## src/hw/rtl/acis_pkg.sv

```systemverilog
// shared types and constants for the annulus cone isolation sum unit
package acis_pkg;

  localparam int ANGLE_FRAC_BITS = 10;
  localparam int ENERGY_WIDTH    = 16;
  localparam int MAX_TOWERS_LOG2 = 12;

  // pi in angle units, rounded to nearest from a q30 value
  localparam longint unsigned PI_Q30 = 64'd3373259426;
  localparam int PI_FX     = int'((PI_Q30 + (64'd1 << (29 - ANGLE_FRAC_BITS)))
                                  >> (30 - ANGLE_FRAC_BITS));
  localparam int TWO_PI_FX = 2 * PI_FX;

  // field widths
  localparam int ETA_W      = 14;
  localparam int PHI_W      = 13;
  localparam int RADIUS_W   = 12;
  localparam int PT_W       = 16;
  localparam int ET_W       = 16;
  localparam int OUT_SUM_W  = 28;
  localparam int RATIO_W    = 24;
  localparam int RATIO_FRAC = 16;

  // internal widths
  localparam int DETA_W    = ETA_W + 1;
  localparam int DPHI_W    = PHI_W - 1;
  localparam int DETA_SQ_W = 2 * DETA_W - 2;
  localparam int DPHI_SQ_W = 2 * DPHI_W;
  localparam int RAD_SQ_W  = 2 * RADIUS_W;
  localparam int DR2_W     = DETA_SQ_W + 1;
  localparam int SUM_W     = MAX_TOWERS_LOG2 + ENERGY_WIDTH;
  localparam int RQ_SHIFT  = RATIO_W - RATIO_FRAC;

  // port packing
  localparam int IN_DATA_W  = 64;
  localparam int OUT_DATA_W = 2 * OUT_SUM_W + 2 * RATIO_W;
  localparam int CFG_IDX_W  = 3;
  localparam int CFG_DATA_W = 16;

  // register indexes
  localparam logic [CFG_IDX_W-1:0] REG_CENTRE_ETA   = 3'd0;
  localparam logic [CFG_IDX_W-1:0] REG_CENTRE_PHI   = 3'd1;
  localparam logic [CFG_IDX_W-1:0] REG_OUTER_RADIUS = 3'd2;
  localparam logic [CFG_IDX_W-1:0] REG_INNER_RADIUS = 3'd3;
  localparam logic [CFG_IDX_W-1:0] REG_ELECTRON_PT  = 3'd4;

  // queue between classifier and accumulator
  localparam int FIFO_DEPTH = 8;
  localparam int FIFO_AW    = $clog2(FIFO_DEPTH);
  localparam int FIFO_CW    = FIFO_AW + 1;

  // divider
  localparam int DIV_STEPS = RATIO_W;
  localparam int DIV_CW    = $clog2(DIV_STEPS);

  typedef struct packed {
    logic signed [ETA_W-1:0] ceta;
    logic [PHI_W-1:0]        cphi_w;
    logic [RAD_SQ_W-1:0]     outer_sq;
    logic [RAD_SQ_W-1:0]     inner_sq;
  } acis_geom_t;

  typedef struct packed {
    logic [ENERGY_WIDTH-1:0] had;
    logic [ENERGY_WIDTH-1:0] em;
    logic                    last;
  } acis_item_t;

  typedef struct packed {
    logic load;
    logic step;
  } acis_div_ctl_t;

endpackage

```

## src/hw/rtl/annulus_cone_isolation_sum_unit.sv

```systemverilog
// top level: configuration registers, classifier, tower queue and accumulator
// path to out_tvalid: the last tower accepted passes the remaining classifier stages,
//   the queue write, one accumulate, 24 divider steps and the result load
// throughput: one tower per cycle inside a pass; closing a pass stops the accumulator for the
//   24 divider steps and the result load, the input stalls once the 8-word queue fills
// reset: synchronous active-low rst_n clears configuration registers, control state, accumulators and queue
module annulus_cone_isolation_sum_unit (
  input  logic                               clk,
  input  logic                               rst_n,
  // tower_eta[13:0], tower_phi[26:14], had_et[42:27], em_et[58:43], zero fill
  input  logic [acis_pkg::IN_DATA_W-1:0]     in_tdata,
  input  logic                               in_tlast,
  input  logic                               in_tvalid,
  output logic                               in_tready,
  // had_sum[27:0], em_sum[55:28], had_ratio[79:56], em_ratio[103:80]
  output logic [acis_pkg::OUT_DATA_W-1:0]    out_tdata,
  // pt_zero[0]
  output logic                               out_tuser,
  output logic                               out_tvalid,
  input  logic                               out_tready,
  input  logic                               cfg_valid,
  output logic                               cfg_ready,
  input  logic [acis_pkg::CFG_IDX_W-1:0]     cfg_index,
  input  logic [acis_pkg::CFG_DATA_W-1:0]    cfg_data
);
  import acis_pkg::*;

  logic signed [ETA_W-1:0] ceta_r;
  logic [PHI_W-1:0]        cphi_w_r;
  logic [RAD_SQ_W-1:0]     outer_sq_r;
  logic [RAD_SQ_W-1:0]     inner_sq_r;
  logic [PT_W-1:0]         pt_r;

  logic                    cfg_we;
  logic signed [PHI_W:0]   cphi_ext;
  logic signed [PHI_W:0]   cphi_wrap;
  logic [RADIUS_W-1:0]     radius;
  logic [RAD_SQ_W-1:0]     radius_sq;
  acis_geom_t              geom;

  logic                    push, pop, empty;
  acis_item_t              push_item, head;
  logic [FIFO_CW-1:0]      fifo_count;

  assign cfg_ready = 1'b1;
  assign cfg_we    = cfg_valid && cfg_ready;

  always_comb begin
    cphi_ext  = {cfg_data[PHI_W-1], cfg_data[PHI_W-1:0]};
    cphi_wrap = cfg_data[PHI_W-1] ? cphi_ext + (PHI_W + 1)'(TWO_PI_FX) : cphi_ext;
    radius    = cfg_data[RADIUS_W-1:0];
    radius_sq = radius * radius;
  end

  // centre phi is kept already wrapped into 0..2pi, radii kept squared
  always_ff @(posedge clk) begin
    if (!rst_n) begin
      ceta_r     <= '0;
      cphi_w_r   <= '0;
      outer_sq_r <= '0;
      inner_sq_r <= '0;
      pt_r       <= '0;
    end else if (cfg_we) begin
      unique case (cfg_index)
        REG_CENTRE_ETA:   ceta_r     <= cfg_data[ETA_W-1:0];
        REG_CENTRE_PHI:   cphi_w_r   <= cphi_wrap[PHI_W-1:0];
        REG_OUTER_RADIUS: outer_sq_r <= radius_sq;
        REG_INNER_RADIUS: inner_sq_r <= radius_sq;
        REG_ELECTRON_PT:  pt_r       <= cfg_data[PT_W-1:0];
        default: ;
      endcase
    end
  end

  always_comb begin
    geom.ceta     = ceta_r;
    geom.cphi_w   = cphi_w_r;
    geom.outer_sq = outer_sq_r;
    geom.inner_sq = inner_sq_r;
  end

  acis_front u_front (
    .clk        (clk),
    .rst_n      (rst_n),
    .in_valid   (in_tvalid),
    .in_ready   (in_tready),
    .tower_eta  (in_tdata[13:0]),
    .tower_phi  (in_tdata[26:14]),
    .had_et     (in_tdata[42:27]),
    .em_et      (in_tdata[58:43]),
    .last_tower (in_tlast),
    .geom       (geom),
    .fifo_count (fifo_count),
    .push       (push),
    .push_item  (push_item)
  );

  acis_fifo u_fifo (
    .clk       (clk),
    .rst_n     (rst_n),
    .push      (push),
    .push_item (push_item),
    .pop       (pop),
    .head      (head),
    .empty     (empty),
    .count     (fifo_count)
  );

  acis_back u_back (
    .clk         (clk),
    .rst_n       (rst_n),
    .head        (head),
    .empty       (empty),
    .pop         (pop),
    .electron_pt (pt_r),
    .out_tvalid  (out_tvalid),
    .out_tready  (out_tready),
    .out_tdata   (out_tdata),
    .out_tuser   (out_tuser)
  );

endmodule

```

## src/hw/rtl/acis_front.sv

```systemverilog
// tower classifier: phi wrap and fold, squared distance, annulus test
module acis_front (
  input  logic                              clk,
  input  logic                              rst_n,
  input  logic                              in_valid,
  output logic                              in_ready,
  input  logic signed [acis_pkg::ETA_W-1:0] tower_eta,
  input  logic signed [acis_pkg::PHI_W-1:0] tower_phi,
  input  logic [acis_pkg::ET_W-1:0]         had_et,
  input  logic [acis_pkg::ET_W-1:0]         em_et,
  input  logic                              last_tower,
  input  acis_pkg::acis_geom_t              geom,
  input  logic [acis_pkg::FIFO_CW-1:0]      fifo_count,
  output logic                              push,
  output acis_pkg::acis_item_t              push_item
);
  import acis_pkg::*;

  logic                    v1_r, v2_r, v3_r;
  logic [PHI_W-1:0]        tphi_w_r;
  logic signed [DETA_W-1:0] deta1_r, deta2_r;
  logic [DPHI_W-1:0]       dphi_r;
  logic [DETA_SQ_W-1:0]    deta_sq_r;
  logic [DPHI_SQ_W-1:0]    dphi_sq_r;
  acis_item_t              it1_r, it2_r, it3_r;

  logic                    accept;
  logic signed [PHI_W:0]   tphi_ext;
  logic signed [PHI_W:0]   tphi_wrap;
  logic signed [DETA_W-1:0] deta;
  logic signed [PHI_W:0]   dphi_diff;
  logic signed [PHI_W:0]   dphi_mag;
  logic [PHI_W-1:0]        dphi_abs;
  logic [PHI_W-1:0]        dphi_fold;
  logic signed [2*DETA_W-1:0] deta_prod;
  logic [DR2_W-1:0]        dr2;
  logic                    hit;
  logic [2:0]              inflight;

  // every accepted word is guaranteed a queue slot
  assign inflight = {2'b0, v1_r} + {2'b0, v2_r} + {2'b0, v3_r};
  assign in_ready = ({1'b0, fifo_count} + (FIFO_CW + 1)'(inflight))
                    < (FIFO_CW + 1)'(FIFO_DEPTH);
  assign accept   = in_valid && in_ready;

  always_comb begin
    tphi_ext  = {tower_phi[PHI_W-1], tower_phi};
    tphi_wrap = tower_phi[PHI_W-1] ? tphi_ext + (PHI_W + 1)'(TWO_PI_FX) : tphi_ext;
    deta      = {tower_eta[ETA_W-1], tower_eta} - {geom.ceta[ETA_W-1], geom.ceta};
  end

  always_comb begin
    dphi_diff = $signed({1'b0, tphi_w_r}) - $signed({1'b0, geom.cphi_w});
    dphi_mag  = dphi_diff[PHI_W] ? -dphi_diff : dphi_diff;
    dphi_abs  = dphi_mag[PHI_W-1:0];
    // fold to the short way around
    if (dphi_abs > PHI_W'(PI_FX)) begin
      dphi_fold = PHI_W'(TWO_PI_FX) - dphi_abs;
    end else begin
      dphi_fold = dphi_abs;
    end
  end

  assign deta_prod = deta2_r * deta2_r;

  always_comb begin
    dr2 = {1'b0, deta_sq_r} + DR2_W'(dphi_sq_r);
    hit = (dr2 < DR2_W'(geom.outer_sq)) && (dr2 >= DR2_W'(geom.inner_sq));
    push           = v3_r;
    push_item.had  = hit ? it3_r.had : '0;
    push_item.em   = hit ? it3_r.em : '0;
    push_item.last = it3_r.last;
  end

  always_ff @(posedge clk) begin
    if (!rst_n) begin
      v1_r <= 1'b0;
      v2_r <= 1'b0;
      v3_r <= 1'b0;
    end else begin
      v1_r <= accept;
      v2_r <= v1_r;
      v3_r <= v2_r;
    end
  end

  always_ff @(posedge clk) begin
    tphi_w_r     <= tphi_wrap[PHI_W-1:0];
    deta1_r      <= deta;
    it1_r.had    <= had_et[ENERGY_WIDTH-1:0];
    it1_r.em     <= em_et[ENERGY_WIDTH-1:0];
    it1_r.last   <= last_tower;
    dphi_r       <= dphi_fold[DPHI_W-1:0];
    deta2_r      <= deta1_r;
    it2_r        <= it1_r;
    deta_sq_r    <= deta_prod[DETA_SQ_W-1:0];
    dphi_sq_r    <= dphi_r * dphi_r;
    it3_r        <= it2_r;
  end

endmodule

```

## src/hw/rtl/acis_fifo.sv

```systemverilog
// short queue of classified towers between classifier and accumulator
module acis_fifo (
  input  logic                         clk,
  input  logic                         rst_n,
  input  logic                         push,
  input  acis_pkg::acis_item_t         push_item,
  input  logic                         pop,
  output acis_pkg::acis_item_t         head,
  output logic                         empty,
  output logic [acis_pkg::FIFO_CW-1:0] count
);
  import acis_pkg::*;

  acis_item_t         mem_r [FIFO_DEPTH];
  logic [FIFO_AW-1:0] wr_ptr_r, rd_ptr_r;
  logic [FIFO_CW-1:0] count_r;

  assign head  = mem_r[rd_ptr_r];
  assign empty = (count_r == '0);
  assign count = count_r;

  always_ff @(posedge clk) begin
    if (!rst_n) begin
      wr_ptr_r <= '0;
      rd_ptr_r <= '0;
      count_r  <= '0;
    end else begin
      if (push) begin
        wr_ptr_r <= wr_ptr_r + 1'b1;
      end
      if (pop) begin
        rd_ptr_r <= rd_ptr_r + 1'b1;
      end
      unique case ({push, pop})
        2'b10:   count_r <= count_r + 1'b1;
        2'b01:   count_r <= count_r - 1'b1;
        default: count_r <= count_r;
      endcase
    end
  end

  always_ff @(posedge clk) begin
    if (push) begin
      mem_r[wr_ptr_r] <= push_item;
    end
  end

endmodule

```

## src/hw/rtl/acis_div.sv

```systemverilog
// one ratio lane: restoring divider, one quotient bit per cycle while step is set, saturating
module acis_div (
  input  logic                          clk,
  input  acis_pkg::acis_div_ctl_t       ctl,
  input  logic [acis_pkg::SUM_W-1:0]    sum,
  input  logic [acis_pkg::PT_W-1:0]     pt,
  output logic [acis_pkg::RATIO_W-1:0]  ratio
);
  import acis_pkg::*;

  logic [PT_W-1:0]    rem_r;
  logic [RATIO_W-1:0] dq_r;
  logic               sat_r;

  logic [PT_W:0]      trial;
  logic [PT_W:0]      diff;
  logic               ge;

  assign trial = {rem_r, dq_r[RATIO_W-1]};
  assign diff  = trial - {1'b0, pt};
  assign ge    = trial >= {1'b0, pt};
  assign ratio = sat_r ? '1 : dq_r;

  always_ff @(posedge clk) begin
    if (ctl.load) begin
      // quotient would not fit in the ratio width, also covers pt of zero
      sat_r <= (SUM_W + 1)'(sum) >= ((SUM_W + 1)'(pt) << RQ_SHIFT);
      rem_r <= PT_W'(sum >> RQ_SHIFT);
      dq_r  <= {sum[RQ_SHIFT-1:0], {RATIO_FRAC{1'b0}}};
    end else if (ctl.step) begin
      rem_r <= ge ? diff[PT_W-1:0] : trial[PT_W-1:0];
      dq_r  <= {dq_r[RATIO_W-2:0], ge};
    end
  end

endmodule

```

## src/hw/rtl/acis_back.sv

```systemverilog
// accumulator, end-of-pass divide and result register
module acis_back (
  input  logic                               clk,
  input  logic                               rst_n,
  input  acis_pkg::acis_item_t               head,
  input  logic                               empty,
  output logic                               pop,
  input  logic [acis_pkg::PT_W-1:0]          electron_pt,
  output logic                               out_tvalid,
  input  logic                               out_tready,
  output logic [acis_pkg::OUT_DATA_W-1:0]    out_tdata,
  output logic                               out_tuser
);
  import acis_pkg::*;

  localparam logic [1:0] ST_ACC  = 2'd0;
  localparam logic [1:0] ST_DIV  = 2'd1;
  localparam logic [1:0] ST_HOLD = 2'd2;

  logic [1:0]          state_r, state_nxt;
  logic [SUM_W-1:0]    had_acc_r, had_acc_nxt;
  logic [SUM_W-1:0]    em_acc_r, em_acc_nxt;
  logic [SUM_W-1:0]    had_tot_r, em_tot_r;
  logic [DIV_CW-1:0]   cnt_r, cnt_nxt;
  logic                out_valid_r, out_valid_nxt;
  logic [OUT_SUM_W-1:0] out_had_sum_r, out_em_sum_r;
  logic [RATIO_W-1:0]  out_had_ratio_r, out_em_ratio_r;
  logic                out_pt_zero_r;

  logic [SUM_W:0]      had_add, em_add;
  logic [SUM_W-1:0]    had_sat, em_sat;
  logic                load_out;
  logic                close_pass;
  acis_div_ctl_t       div_ctl;
  logic [RATIO_W-1:0]  had_ratio, em_ratio;

  always_comb begin
    had_add = {1'b0, had_acc_r} + (SUM_W + 1)'(head.had);
    em_add  = {1'b0, em_acc_r} + (SUM_W + 1)'(head.em);
    had_sat = had_add[SUM_W] ? '1 : had_add[SUM_W-1:0];
    em_sat  = em_add[SUM_W] ? '1 : em_add[SUM_W-1:0];
  end

  assign pop        = (state_r == ST_ACC) && !empty;
  assign close_pass = pop && head.last;
  assign load_out   = (state_r == ST_HOLD) && (!out_valid_r || out_tready);
  assign div_ctl.load = close_pass;
  assign div_ctl.step = (state_r == ST_DIV);

  acis_div u_div_had (
    .clk   (clk),
    .ctl   (div_ctl),
    .sum   (had_sat),
    .pt    (electron_pt),
    .ratio (had_ratio)
  );

  acis_div u_div_em (
    .clk   (clk),
    .ctl   (div_ctl),
    .sum   (em_sat),
    .pt    (electron_pt),
    .ratio (em_ratio)
  );

  always_comb begin
    state_nxt   = state_r;
    had_acc_nxt = had_acc_r;
    em_acc_nxt  = em_acc_r;
    cnt_nxt     = cnt_r;
    unique case (state_r)
      ST_ACC: begin
        if (pop) begin
          if (head.last) begin
            had_acc_nxt = '0;
            em_acc_nxt  = '0;
            cnt_nxt     = '0;
            state_nxt   = ST_DIV;
          end else begin
            had_acc_nxt = had_sat;
            em_acc_nxt  = em_sat;
          end
        end
      end
      ST_DIV: begin
        cnt_nxt = cnt_r + 1'b1;
        if (cnt_r == DIV_CW'(DIV_STEPS - 1)) begin
          state_nxt = ST_HOLD;
        end
      end
      ST_HOLD: begin
        if (load_out) begin
          state_nxt = ST_ACC;
        end
      end
      default: state_nxt = ST_ACC;
    endcase
  end

  always_comb begin
    if (load_out) begin
      out_valid_nxt = 1'b1;
    end else if (out_tready) begin
      out_valid_nxt = 1'b0;
    end else begin
      out_valid_nxt = out_valid_r;
    end
  end

  always_ff @(posedge clk) begin
    if (!rst_n) begin
      state_r     <= ST_ACC;
      had_acc_r   <= '0;
      em_acc_r    <= '0;
      cnt_r       <= '0;
      out_valid_r <= 1'b0;
    end else begin
      state_r     <= state_nxt;
      had_acc_r   <= had_acc_nxt;
      em_acc_r    <= em_acc_nxt;
      cnt_r       <= cnt_nxt;
      out_valid_r <= out_valid_nxt;
    end
  end

  always_ff @(posedge clk) begin
    if (close_pass) begin
      had_tot_r <= had_sat;
      em_tot_r  <= em_sat;
    end
    if (load_out) begin
      out_had_sum_r   <= OUT_SUM_W'(had_tot_r);
      out_em_sum_r    <= OUT_SUM_W'(em_tot_r);
      out_had_ratio_r <= had_ratio;
      out_em_ratio_r  <= em_ratio;
      out_pt_zero_r   <= (electron_pt == '0);
    end
  end

  assign out_tvalid = out_valid_r;
  assign out_tdata  = {out_em_ratio_r, out_had_ratio_r, out_em_sum_r, out_had_sum_r};
  assign out_tuser  = out_pt_zero_r;

endmodule

```

## config.mk

```make
export PLATFORM = sky130hd
export DESIGN_NAME = annulus_cone_isolation_sum_unit
export DESIGN_NICKNAME = d
export VERILOG_FILES = /design/src/hw/rtl/acis_pkg.sv /design/src/hw/rtl/annulus_cone_isolation_sum_unit.sv /design/src/hw/rtl/acis_front.sv /design/src/hw/rtl/acis_fifo.sv /design/src/hw/rtl/acis_div.sv /design/src/hw/rtl/acis_back.sv
export SDC_FILE = /design/constraint.sdc
export NUM_CORES = 2
export LEC_CHECK = 0
export ABC_CLOCK_PERIOD_IN_PS = 6500
export BUFFER_PORTS_ARGS = -buffer_cell sky130_fd_sc_hd__buf_4
export CAP_MARGIN = 20
export CORE_ASPECT_RATIO = 1.2
export CORE_MARGIN = 3
export CORE_UTILIZATION = 30
export CTS_CLUSTER_DIAMETER = 200
export DETAILED_ROUTE_END_ITERATION = 7
export GPL_TIMING_DRIVEN = 0
export PLACE_DENSITY = 0.49
export SLEW_MARGIN = 20
export SYNTH_ARGS = -nofsm -noshare
export SYNTH_HDL_FRONTEND = slang
export SYNTH_HIERARCHICAL = 1
export SYNTH_SLANG_ARGS = --single-unit
export TNS_END_PERCENT = 10
```

## constraint.sdc

```tcl
create_clock -name clk -period 6.5 [get_ports clk]
set_input_delay 0 -clock clk [delete_from_list [all_inputs] [get_ports clk]]
set_output_delay 0 -clock clk [all_outputs]
set_load 0.005 [all_outputs]
```

==> metrics.txt <==
outcome=finished, final reports clean; clock sinks=880; Gate Count Post-Synth=4,866; TritonCTS clock tree=built; height of the die=469.9 microns; core region area=177,400 sq um; worst min path class=input pin to flop; post-synthesis adder-cell area fraction=0.2254; most frequent CP cell=fa_1; Post-route DRC=0; die extent in x=392.6 microns; final hold violations=0; final std cells w/o fill=7,753; TritonRoute pass-1 iters=5; Synth-to-Final Area Change=19.19%; largest net degree at the start of global routing=37; distinct cell type count after synthesis=116; # IOs=197; FF-to-FF setup slack=0.14 ns; routed vias/inst=4.667; share of layout cells above drive strength 1=0.1408; compound-cell area share of the yosys netlist=0.09481; area of the multi-input gates=28,260 sq um; most numerous cell in the Yosys netlist=inv_1; post-route ant nets=0; Post-synth top flop=edfxtp_1; first-pass GRT wire length=218,000 microns; crit path launch type=flop; ys async rst share=0; Req. time, crit path=7.13 ns; clk slew on worst S/H paths=0.06 ns; fmax=157.2 MHz; # placed instances=7,388; Post-synth EDFFs=475; initial core utilization=0.3033; Filler cells=17.47k; Critical Path AT=6.99 ns; 1st-iter DRT viols=1,943; wire per inst=18.19 microns; fin crit period=6.361 ns; Final Skew=0.05575 ns; cells along the critical path=buf_4 -> and2_1 -> fa_1 -> inv_1 -> fa_1 -> inv_1 -> fa_1 -> fa_1 -> fa_1 -> inv_1 -> fa_1 -> inv_1 -> ha_4 -> a21o_1 -> a21o_1 -> a21o_1 -> a21o_1 -> a21oi_4 -> o21ai_2 -> o41a_1 -> a21o_1 -> a21oi_1 -> xnor2_1; detailed placement HPWL=108,500 microns; top post-synthesis cells by area=edfxtp_1 (27%), dfxtp_1 (15%), fa_1 (13%); Via Count=36.18k; Setup-failing EPs final=0; largest family of logic cells by synthesized area=adder cells; top cell type's share of synthesized area=0.2651; Crit Path Max Fanout=10; Total Neg Setup Slack=0 ns; GP Congestion=0.8516; unrepaired setup endpoints after global routing=yes; proportion of synthesized area in mux cells=0.04874; Num CTS Buffers=96; Final Cycle Share=0.9786; Worst setup EP type=flop; Mapped Area=53,810 sq um; Buffers on Ports=189; initial antenna violation count=15; number of global-route vias before repair=37.26k; Post-layout nets=6,198; Die Area=184,500 sq um; Seq/Total Area, Yosys=0.4158; CTS root buf=clkbuf_16; YS warnings=6; Max stage delay on crit path=0.55 ns; maximum clock insertion buffer count=3; Post-Synth XOR/XNOR Area=0.03869; Max-Slew Margin vs Limit=0.4033; final design utilization=0.3615; Post-Synth Simple-Gate Area=0.1139; total congestion overflow=0; total wire length=141,000 microns; flip-flop and latch area=22,400 sq um; flops & latches, synth=880; H-tree depth=3; area leader, netlist=edfxtp_1; Rows=169; Worst Tran Pin Value=0.8858 ns; Max Cap Violations=0; worst skew pair latency=0.73 ns; Slew Limit Fails=0; Total GRT Usage=0.1524; Synth Area per Inst=11.06 sq um; CP Class=flop to flop; Crit-path slowest cell=fa_1; synth cell count leaders=inv_1 (655), edfxtp_1 (475), nand2_1 (422), dfxtp_1 (405), ha_1 (403)
[state kept, by name, indices dropped and copies added, names as in the netlist, 14 cells and up, named ones only]
name                    flops
u_front/dphi_sq_r          23
u_front/it1_r              33
u_back/out_had_ratio_r     24
u_back/had_acc_r           28
u_front/deta_sq_r          27
u_front/it3_r              32
pt_r                       16
inner_sq_r                 23
u_back/out_em_sum_r        28
u_back/u_div_em/rem_r      16
u_fifo/mem_r              264
u_back/u_div_em/dq_r       24
u_back/em_tot_r            28
u_front/deta2_r            15
u_back/u_div_had/rem_r     16
u_front/it2_r              33
u_back/em_acc_r            28
ceta_r                     14
u_back/u_div_had/dq_r      24
outer_sq_r                 23
u_back/out_em_ratio_r      24
u_front/deta1_r            15
u_back/had_tot_r           28
u_back/out_had_sum_r       28
[cells by family (layout without fill, tap and decap cells)]
logic type                 after synthesis  after routing
DFF                                    880            880
other                                    2             14
adders and majority gates              757            757
muxes                                  171            171
and+or+nand+nor                       1254           1254
buffers and inverters                  832           1399
AOI/OAI and AO/OA                      736            736
xor gates and xnor gates               234            234
[layer usage]
metal / vias to the layer above / share of wire / track usage
met3: 197 / 0.047 / 0.02508
met2: 640 / 0.47 / 0.2488
met1: 17750 / 0.46 / 0.2056
met5: - / 0.00037 / 0
li1: 17590 / - / -
met4: 8 / 0.028 / 0.04871
[worst max-delay path, delay by kind of cell (launching register included)]
kind / cells / cell delay [ns]
fa+ha+maj: 7 / 3.37
buf+inv: 5 / 0.46
flops: 1 / 0.33
compound gates: 9 / 1.80
simple gates: 1 / 0.18
xor+xnor: 1 / 0.13
[metrics by stage]
| step | worst slack [ns] | hold slack, ns | cell area, sq um |
|---|---|---|---|
| after floorplan | 0.1248 | 0.02772 | 53810 |
| after global placement | -2.935 | 0.1049 | 58120 |
| after detailed placement | -1.003 | 0.1056 | 58590 |
| after CTS | -0.03005 | 0.008016 | 63930 |
| after global routing | -0.1108 | 0.07556 | 64110 |
| final | 0.1388 | 0.07782 | 64130 |
[worst paths after layout]
check,from,to,cells after the start
worst max-delay path,u_front/deta2_r[10],u_front/deta_sq_r[26],23
worst min-delay path,in_tdata[25],u_front/tphi_w_r[12],3
worst max register to register,u_front/deta2_r[10],u_front/deta_sq_r[26],23
worst min register to register,u_front/it2_r[8],u_front/it3_r[8],0
[cell usage in the layout (no fill, tap or decap), drive strengths merged, types with 15 or more instances in the layout]
| cell type | n |
|---|---|
| edfxtp | 475 |
| nor3 | 51 |
| xnor2 | 158 |
| clkbuf | 250 |
| a311oi | 15 |
| and2 | 181 |
| dfxtp | 405 |
| clkinv | 26 |
| a31oi | 22 |
| o211ai | 28 |
| nor2 | 261 |
| and3 | 37 |
| or2 | 61 |
| o21a | 18 |
| mux2i | 58 |
| buf | 284 |
| a22o | 37 |
| ha | 403 |
| nand2 | 424 |
| o21ai | 123 |
| nand2b | 39 |
| dlygate4sd3 | 163 |
| a21o | 71 |
| mux4 | 66 |
| nor2b | 41 |
| xor2 | 75 |
| mux2 | 47 |
| inv | 659 |
| a21oi | 226 |
| a211oi | 40 |
| nand4 | 35 |
| nand3 | 68 |
| fa | 354 |
[cell type report]
class,instances,area share
Antenna cell,11,0.0004292
Buffer,174,0.01574
Clock buffer,137,0.04446
Clock inverter,43,0.01059
Inverter,658,0.03865
Multi-Input combinational cell,3155,0.4407
Sequential cell,880,0.3493
Tap cell,2308,0.04503
Timing Repair Buffer,387,0.05502
[timing repair]
| action | 4_1_cts | 5_1_grt |
|---|---|---|
| pin swaps | 1 | 8 |
| endpoints found under the setup margin | 14 | 9 |
| hold buffers | 163 | 0 |
| buffers inserted | 2 | 9 |
| hold endpoints to repair | 153 | 0 |
| gates resized for setup | 64 | 65 |
Power is not shown: default switching activity piles up to over one toggle a cycle in this logic, so the estimate is an artifact.
